==> config.mk <==
export PLATFORM = sky130hd
export DESIGN_NAME = stereo_bar_meter_peak_hold
export DESIGN_NICKNAME = d
export VERILOG_FILES = /design/src/hw/rtl/sbm_pkg.sv /design/src/hw/rtl/sbm_quant.sv /design/src/hw/rtl/sbm_chan.sv /design/src/hw/rtl/stereo_bar_meter_peak_hold.sv
export SDC_FILE = /design/constraint.sdc
export NUM_CORES = 1
export LEC_CHECK = 0
export ABC_CLOCK_PERIOD_IN_PS = 9200
export BUFFER_PORTS_ARGS = -buffer_cell sky130_fd_sc_hd__buf_2
export CAP_MARGIN = 20
export CORE_MARGIN = 5
export CORE_UTILIZATION = 65
export CTS_CLUSTER_SIZE = 25
export DETAILED_ROUTE_END_ITERATION = 6
export HOLD_SLACK_MARGIN = 0.03
export PLACE_DENSITY = 0.84
export SKIP_LAST_GASP = 1
export SLEW_MARGIN = 20
export SYNTH_ARGS = -nofsm -noshare
export SYNTH_HDL_FRONTEND = slang
export SYNTH_HIERARCHICAL = 1
export SYNTH_SLANG_ARGS = --single-unit
==> constraint.sdc <==
create_clock -name clk -period 9.2 [get_ports clk]
set_clock_uncertainty 0.2 [all_clocks]
set_input_delay 2.76 -clock clk [delete_from_list [all_inputs] [get_ports clk]]
set_output_delay 2.76 -clock clk [all_outputs]
set_load 0.02 [all_outputs]
==> src/hw/rtl/sbm_pkg.sv <==
// ----------------------------------------------------------------------------
// sbm_pkg
// widths, register codes and shared types of the stereo bar meter
// ----------------------------------------------------------------------------
package sbm_pkg;

  localparam int LEVEL_BITS = 8;
  localparam int LEVEL_MAX  = (1 << LEVEL_BITS) - 1;
  localparam int MAG_BITS   = 17;
  localparam int FRAC_BITS  = 16;
  localparam int CFG_BITS   = 8;
  localparam int HOLD_BITS  = 5;
  localparam int OUT_BITS   = 8;
  localparam int WIDE_BITS  = 16;
  localparam int IDX_BITS   = 2;

  typedef logic [LEVEL_BITS-1:0] level_t;
  typedef logic [MAG_BITS-1:0]   mag_t;
  typedef logic [CFG_BITS-1:0]   cfg_t;
  typedef logic [HOLD_BITS-1:0]  timer_t;
  typedef logic [IDX_BITS-1:0]   cfg_idx_t;
  typedef logic [WIDE_BITS-1:0]  wide_t;

  // register indexes
  localparam cfg_idx_t CFG_SEGMENT_COUNT = 2'd0;
  localparam cfg_idx_t CFG_RED_THRESHOLD = 2'd1;
  localparam cfg_idx_t CFG_DECAY_FACTOR  = 2'd2;
  localparam cfg_idx_t CFG_HOLD_TICKS    = 2'd3;

  // register reset values
  localparam cfg_t   RST_SEGMENT_COUNT = 8'd6;
  localparam cfg_t   RST_RED_THRESHOLD = 8'd4;
  localparam cfg_t   RST_DECAY_FACTOR  = 8'd230;
  localparam timer_t RST_HOLD_TICKS    = 5'd30;

  typedef struct packed {
    level_t shown;
    level_t peak;
  } chan_state_t;

endpackage

==> src/hw/rtl/sbm_quant.sv <==
// ----------------------------------------------------------------------------
// sbm_quant
// one quantizer lane: magnitude to clamped segment count, registered
// ----------------------------------------------------------------------------
module sbm_quant (
  input  logic            clk,
  input  logic            en,
  input  sbm_pkg::mag_t   mag,
  input  sbm_pkg::cfg_t   seg,
  output sbm_pkg::level_t q
);

  logic [sbm_pkg::MAG_BITS+sbm_pkg::CFG_BITS-1:0] prod;
  sbm_pkg::wide_t raw;
  sbm_pkg::wide_t seg_w;
  sbm_pkg::wide_t lim;
  sbm_pkg::wide_t clamped;

  always_comb begin
    prod  = mag * seg;
    raw   = sbm_pkg::WIDE_BITS'(prod >> sbm_pkg::FRAC_BITS);
    seg_w = sbm_pkg::WIDE_BITS'(seg);
    // tighter of full scale and level range
    lim   = (seg_w > sbm_pkg::WIDE_BITS'(sbm_pkg::LEVEL_MAX)) ?
            sbm_pkg::WIDE_BITS'(sbm_pkg::LEVEL_MAX) : seg_w;
    clamped = (raw > lim) ? lim : raw;
  end

  always_ff @(posedge clk) begin
    if (en) begin
      q <= sbm_pkg::LEVEL_BITS'(clamped);
    end
  end

endmodule

==> src/hw/rtl/sbm_chan.sv <==
// ----------------------------------------------------------------------------
// sbm_chan
// one channel update: peak hold, shared timer step and bar falloff
// ----------------------------------------------------------------------------
module sbm_chan (
  input  sbm_pkg::level_t     q,
  input  sbm_pkg::chan_state_t cur,
  input  sbm_pkg::timer_t     timer_in,
  input  sbm_pkg::timer_t     hold_ticks,
  input  sbm_pkg::cfg_t       decay_factor,
  output sbm_pkg::chan_state_t nxt,
  output sbm_pkg::timer_t     timer_out
);

  logic [sbm_pkg::LEVEL_BITS+sbm_pkg::CFG_BITS-1:0] decayed;
  sbm_pkg::level_t peak_hit;

  always_comb begin
    if (q > cur.peak) begin
      peak_hit  = q;
      timer_out = hold_ticks;
    end else begin
      peak_hit  = cur.peak;
      timer_out = (timer_in == '0) ? timer_in : timer_in - 1'b1;
    end

    nxt.peak = ((timer_out == '0) && (peak_hit != '0)) ? peak_hit - 1'b1 : peak_hit;

    decayed = cur.shown * decay_factor;
    if (q > cur.shown) begin
      nxt.shown = q;
    end else if (q < cur.shown) begin
      nxt.shown = decayed[sbm_pkg::LEVEL_BITS+sbm_pkg::CFG_BITS-1:sbm_pkg::CFG_BITS];
    end else begin
      nxt.shown = cur.shown;
    end
  end

endmodule

==> src/hw/rtl/stereo_bar_meter_peak_hold.sv <==
// ----------------------------------------------------------------------------
// stereo_bar_meter_peak_hold
// two-bar level meter with shared peak hold timer and red-zone flags
// ----------------------------------------------------------------------------
// Takes one request per cycle while in_ready is high (it drops while a result
// waits behind a stalled output) and returns one result per request. The left
// and right quantizer lanes run side by side (magnitude times segment count,
// clamped) into the quantizer register; then the left and the right channel
// updater run back to back, since the right sees the hold timer as the left
// one left it, and load the output register. That updater chain, with two
// 8x8 falloff multiplies, is the state loop that sets the clock. Configuration
// writes land at once and must only be made while no request is in flight.
module stereo_bar_meter_peak_hold (
  input  logic                          clk,
  input  logic                          rst,
  // configuration write port
  input  logic                          cfg_write,
  input  sbm_pkg::cfg_idx_t             cfg_index,
  input  sbm_pkg::cfg_t                 cfg_data,
  // request channel
  input  logic                          in_valid,
  output logic                          in_ready,
  input  sbm_pkg::mag_t                 left_magnitude,
  input  sbm_pkg::mag_t                 right_magnitude,
  // result channel
  output logic                          out_valid,
  input  logic                          out_ready,
  output logic [sbm_pkg::OUT_BITS-1:0]  left_level,
  output logic [sbm_pkg::OUT_BITS-1:0]  right_level,
  output logic [sbm_pkg::OUT_BITS-1:0]  left_peak,
  output logic [sbm_pkg::OUT_BITS-1:0]  right_peak,
  output logic                          left_red,
  output logic                          right_red
);

  // configuration registers
  sbm_pkg::cfg_t   segment_count;
  sbm_pkg::cfg_t   red_threshold;
  sbm_pkg::cfg_t   decay_factor;
  sbm_pkg::timer_t hold_ticks;

  // quantizer stage
  logic            q_valid;
  logic            q_valid_next;
  logic            q_load;
  sbm_pkg::level_t q_left;
  sbm_pkg::level_t q_right;

  // meter state
  sbm_pkg::chan_state_t left_st;
  sbm_pkg::chan_state_t right_st;
  sbm_pkg::chan_state_t left_st_next;
  sbm_pkg::chan_state_t right_st_next;
  sbm_pkg::timer_t      hold_timer;
  sbm_pkg::timer_t      timer_mid;
  sbm_pkg::timer_t      hold_timer_next;

  // output register control
  logic out_load;
  logic out_valid_next;

  // --- configuration ---
  always_ff @(posedge clk) begin
    if (rst) begin
      segment_count <= sbm_pkg::RST_SEGMENT_COUNT;
      red_threshold <= sbm_pkg::RST_RED_THRESHOLD;
      decay_factor  <= sbm_pkg::RST_DECAY_FACTOR;
      hold_ticks    <= sbm_pkg::RST_HOLD_TICKS;
    end else if (cfg_write) begin
      unique case (cfg_index)
        sbm_pkg::CFG_SEGMENT_COUNT: segment_count <= cfg_data;
        sbm_pkg::CFG_RED_THRESHOLD: red_threshold <= cfg_data;
        sbm_pkg::CFG_DECAY_FACTOR:  decay_factor  <= cfg_data;
        sbm_pkg::CFG_HOLD_TICKS:    hold_ticks    <= sbm_pkg::HOLD_BITS'(cfg_data);
        default: ;
      endcase
    end
  end

  // --- flow control ---
  // output register takes a new result when empty or being drained
  assign out_load = q_valid && (!out_valid || out_ready);
  assign in_ready = !q_valid || out_load;
  assign q_load   = in_valid && in_ready;

  always_comb begin
    q_valid_next = q_valid;
    if (q_load) begin
      q_valid_next = 1'b1;
    end else if (out_load) begin
      q_valid_next = 1'b0;
    end

    out_valid_next = out_valid;
    if (out_load) begin
      out_valid_next = 1'b1;
    end else if (out_ready) begin
      out_valid_next = 1'b0;
    end
  end

  always_ff @(posedge clk) begin
    if (rst) begin
      q_valid   <= 1'b0;
      out_valid <= 1'b0;
    end else begin
      q_valid   <= q_valid_next;
      out_valid <= out_valid_next;
    end
  end

  // --- quantizer lanes ---
  sbm_quant u_quant_left (
    .clk (clk),
    .en  (q_load),
    .mag (left_magnitude),
    .seg (segment_count),
    .q   (q_left)
  );

  sbm_quant u_quant_right (
    .clk (clk),
    .en  (q_load),
    .mag (right_magnitude),
    .seg (segment_count),
    .q   (q_right)
  );

  // --- channel updaters, left feeds the timer into right ---
  sbm_chan u_chan_left (
    .q            (q_left),
    .cur          (left_st),
    .timer_in     (hold_timer),
    .hold_ticks   (hold_ticks),
    .decay_factor (decay_factor),
    .nxt          (left_st_next),
    .timer_out    (timer_mid)
  );

  sbm_chan u_chan_right (
    .q            (q_right),
    .cur          (right_st),
    .timer_in     (timer_mid),
    .hold_ticks   (hold_ticks),
    .decay_factor (decay_factor),
    .nxt          (right_st_next),
    .timer_out    (hold_timer_next)
  );

  // state moves only when a result enters the output register
  always_ff @(posedge clk) begin
    if (rst) begin
      left_st    <= '0;
      right_st   <= '0;
      hold_timer <= '0;
    end else if (out_load) begin
      left_st    <= left_st_next;
      right_st   <= right_st_next;
      hold_timer <= hold_timer_next;
    end
  end

  // --- output register ---
  always_ff @(posedge clk) begin
    if (out_load) begin
      left_level  <= sbm_pkg::OUT_BITS'(left_st_next.shown);
      right_level <= sbm_pkg::OUT_BITS'(right_st_next.shown);
      left_peak   <= sbm_pkg::OUT_BITS'(left_st_next.peak);
      right_peak  <= sbm_pkg::OUT_BITS'(right_st_next.peak);
      left_red    <= sbm_pkg::WIDE_BITS'(left_st_next.shown) >=
                     sbm_pkg::WIDE_BITS'(red_threshold);
      right_red   <= sbm_pkg::WIDE_BITS'(right_st_next.shown) >=
                     sbm_pkg::WIDE_BITS'(red_threshold);
    end
  end

endmodule

==> flow_results.org <==
** Outcome
- Outcome :: complete, but fails checks
- The checks that failed: design-rule violations.

** Routing
- Starting DRT DRC Count :: roughly 1300
- The count of nets left with antenna violations once routing finished came out at 0.
- Post-route DRC :: 1
- For this run, the detailed router's first-pass iteration total came to 7.
- The final route contains approximately 15000 vias.
- In the routed layout, each cell is associated on average with a via count of about 6.
- After detailed routing, the total wire length is about 47000 um.
- Detail-routed net length per standard cell :: around 19 um

** Yosys
- Distinct cell type count of the synthesized netlist :: 72
- Portion of synthesized cell area occupied by the leading cell type :: about a quarter
- Yosys attributes the largest share of cell area to sky130_fd_sc_hd__fa_1 26%, sky130_fd_sc_hd__ha_1 15%, sky130_fd_sc_hd__and2_1 10%.
- Mean cell area of the mapped netlist :: just over 9 sq um
- Synthesis handed over a netlist of 2067 instances.
- Post-synthesis sequential area ratio :: between 10% and 20%
- Flop and latch count out of synthesis :: around 120
- The most used flip-flop cell after synthesis is sky130_fd_sc_hd__dfxtp_1.
- Total number of yosys warnings :: 6
- The synthesized design contains 50 enable-type register cells.
- Post-synthesis async set-or-reset flop share :: 0%
- The number of nets in the synthesized netlist is roughly 2600.
- Area of the mapped netlist :: approximately 0.019 sq mm
- Cell type with the largest total area after synthesis :: sky130_fd_sc_hd__fa_1

** Floorplanning
- Starting utilization of the core area :: 66.0%
- Top-level port count :: between 80 and 90
- Y dimension of the die :: ~180 um
- The die is between 150 and 200 um wide.
- Placement row count :: 62
- The die covers roughly 0.033 sq mm.
- CORE AREA :: 0.0288 sq mm

** Critical path
- Kind of start point of the critical path :: input port
- Endpoint type of the worst setup path :: flop
- The slowest stage of the critical path is the sky130_fd_sc_hd__or3b_1 cell.
- In this run the worst path has a maximum fanout of 8.
- Cell family with most CP delay :: adder cells
- Crit path kind :: in -> reg
- At the worst endpoint, the arrival time is between 8 and 9 ns.
- Buffering stage count on the worst path with inverters included :: 4
- Cells along the critical path :: buf_2 > nand2_1 > fa_1 > fa_1 > inv_1 > fa_1 > inv_1 > fa_1 > inv_1 > ha_1 > a2111oi_0 > o21ai_1 > a211oi_2 > o21bai_1 > xor2_1 > ha_1 > nor2b_1 > o21ai_0 > nand2b_1 > a221oi_1 > a41oi_1 > or3b_1 > mux2_4
- R2R setup slack :: around 1.6 ns
- The most numerous cell type found on the critical path is sky130_fd_sc_hd__fa_1.
- At the worst endpoint, the required time is 9.17 ns.
- On the worst path, the slowest cell contributes a delay of just over 0.6 ns.

** STA
- Setup violations, final :: 0
- Across all hold checks on the routed design, the worst slack comes to between 0.2 and 0.3 ns.
- Setup repair after global routing missed its margin :: no
- Slew of the pin with the lowest slew margin :: approximately 1.1 ns
- The clock period could shrink to between 8 and 9 ns.
- The final hold violation count was 0.
- The number of pins exceeding their max-slew limit in the final report was 0.
- For this run, the top clock speed supported by timing is 112 MHz.
- After routing, the total negative slack on setup checks comes to 0 ns.
- The worst pin sits at a relative slew slack of 29.8%.
- After layout, the worst path uses 96.9% of the clock period.

** Power
- Worst IR Drop VDD :: 0.149 mV
- In this run the power density over the cells is about 160 mW/mm^2.
- Leakage power of the design :: 0.00998 uW

** Place
- Summing all placed instances gives a cell area of about 0.020 sq mm.
- DP HPWL :: 35700 um
- Once placement completed, the tool counted placed cells totaling between 2000 and 2500.
- Final RePlAce weighted congestion :: a little under 1
- Number of I/O port buffers :: 84

** Final layout
- Number of fill cells :: 2191
- Fraction of layout instances using a drive strength above 1 :: 8.45%
- Cell area after layout :: between 0.02 and 0.025 sq mm
- The repair_antennas step left the layout with diodes totalling 0.
- After the last flow step, the layout net total stands at around 2600.
- Multi-input logic area :: approximately 0.015 sq mm
- Excluding fillers, the count of instances in the completed layout stands at ~2500.
- Commonest non-fill, non-tap cells in the layout :: 332 x sky130_fd_sc_hd__inv_1, 315 x sky130_fd_sc_hd__and2_1, 248 x sky130_fd_sc_hd__fa_1
- Leaving out fill and tap cells, the most frequent cell in the layout is sky130_fd_sc_hd__inv_1.
- Register cell area after layout :: ~0.0029 sq mm
- The area growth from synthesis to layout is 7.22%.

** Clock tree
- TritonCTS clock tree :: done
- Number of buffers created by CTS :: 17
- Latest clock arrival within the worst-skew pair :: roughly 0.42 ns
- Root Buffer Master :: sky130_fd_sc_hd__clkbuf_16
- In this run, post-CTS hold repair placed 0 buffers.
- In this run the post-CTS setup repair buffer count came out at 0.
- The clock tree synthesis step divided the H-tree into 4 levels.
- Once the clock tree was built, the resizer swapped 0 gates to a different size.
- Clock tree synthesis found a total of 118 sinks.
- No sink is reached through more buffers than the 2 on the longest clock path.
- After clock tree synthesis, the clock-pin slew on the worst setup and hold paths is roughly 0.060 ns.

** Job
- Across the run, the number of max-cap violations was 0.

** GRT
- Global routing consumed, over all layers together, roughly 29% of the routing resources.
- Total global routing overflow :: 0
- Entering global routing, the biggest net connects 69 pins.
- The number of antenna violations at the first check in global routing came to 0.
- The via count of the first global-routing pass came to approximately 16000.
- The first global-routing pass estimated between 70000 and 80000 um of wire.

** Hold path
- Min-Delay Path Class :: reg -> reg
## registers in the layout, indices dropped and copies added, names as in the netlist
| register | cells |
|---|---|
| decay_factor | 8 |
| hold_ticks | 5 |
| hold_timer | 5 |
| left_level | 8 |
| left_peak | 8 |
| left_red | 1 |
| left_st | 16 |
| out_valid | 1 |
| q_valid | 1 |
| red_threshold | 8 |
| right_level | 8 |
| right_peak | 8 |
| right_red | 1 |
| right_st | 16 |
| segment_count | 8 |
| u_quant_left/q | 8 |
| u_quant_right/q | 8 |
## per-layer routing
metal	vias to the layer above	routed length, um	track usage (%)
met5	-	0	0
met4	0	1610	10.0
met3	138	3280	4.46
met2	661	23600	51.9
met1	7530	19000	36.1
li1	6879	-	-
## cell families after synthesis
| group | count (synthesis) | synth area share [%] |
|---|---|---|
| AND/OR/NAND/NOR | 676 | 19.7 |
| adder cells (fa/ha/maj) | 468 | 40.7 |
| buffers and inverters | 393 | 8.11 |
| AO/OA/AOI/OAI | 278 | 9.37 |
| flip-flops | 118 | 15.1 |
| multiplexers | 77 | 4.46 |
| XOR/XNOR | 57 | 2.63 |
## final cells by class
type,count,area share (%)
multi-input cells,1556,71.7
flip-flops and latches,118,14.1
clock inverters,8,0.270
inverters,333,6.14
clock buffers,24,2.74
repair buffers,102,2.73
well taps,384,2.36
## cell usage after synthesis (4+ instances only)
library cell,instances
sky130_fd_sc_hd__nor3_1,6
sky130_fd_sc_hd__o21a_1,10
sky130_fd_sc_hd__inv_1,332
sky130_fd_sc_hd__xor2_1,10
sky130_fd_sc_hd__o211ai_1,11
sky130_fd_sc_hd__a21o_1,27
sky130_fd_sc_hd__ha_1,220
sky130_fd_sc_hd__nand4_1,29
sky130_fd_sc_hd__a211oi_1,12
sky130_fd_sc_hd__o22ai_1,5
sky130_fd_sc_hd__a211o_1,6
sky130_fd_sc_hd__edfxtp_1,50
sky130_fd_sc_hd__and3_1,4
sky130_fd_sc_hd__mux2_2,13
sky130_fd_sc_hd__nand2b_1,8
sky130_fd_sc_hd__o21ai_0,42
sky130_fd_sc_hd__nor4_1,5
sky130_fd_sc_hd__clkbuf_1,38
sky130_fd_sc_hd__nor2_1,48
sky130_fd_sc_hd__a31oi_1,7
sky130_fd_sc_hd__buf_2,14
sky130_fd_sc_hd__xnor2_1,47
sky130_fd_sc_hd__nand3b_1,13
sky130_fd_sc_hd__dfxtp_1,68
sky130_fd_sc_hd__nand2_1,150
sky130_fd_sc_hd__buf_4,4
sky130_fd_sc_hd__fa_1,248
sky130_fd_sc_hd__nor2b_1,13
sky130_fd_sc_hd__and2_1,315
sky130_fd_sc_hd__o21ai_1,36
sky130_fd_sc_hd__o21bai_1,4
sky130_fd_sc_hd__mux2i_1,55
sky130_fd_sc_hd__nand3_1,59
sky130_fd_sc_hd__a21oi_1,84
sky130_fd_sc_hd__o32a_1,4
sky130_fd_sc_hd__mux2_4,7
## stage by stage
stage | util (%) | total power, uW | worst slack, ns
2_1_floorplan | - | 2060 | 0.579
3_3_place_gp | 68.6 | 2390 | 0.0738
3_5_place_dp | 68.6 | 2480 | -0.0906
4_1_cts | 70.7 | 3160 | 0.329
5_1_grt | 70.7 | 3430 | 0.0250
6_report | 70.7 | 3190 | 0.286
## tightest hold or removal path: stages, from the launching register on
cell                      delay [ns]
sky130_fd_sc_hd__dfxtp_1        0.31
sky130_fd_sc_hd__o21ai_0        0.07
sky130_fd_sc_hd__a21oi_1        0.06
## where the power goes
part | internal [uW] | switching (uW)
registers | 652 | 125
logic | 734 | 1010
clock network | 423 | 243
total | 1810 | 1380
## worst paths after layout
check                                       start                 end  cells after the start
worst max-delay path            left_magnitude[3]   u_quant_left/q[3]                     23
worst min-delay path                   left_st[7]          left_st[7]                      2
worst max register to register   segment_count[4]  u_quant_right/q[4]                     26
worst min register to register         left_st[7]          left_st[7]                      2
Power figures use the tool's default switching activity.
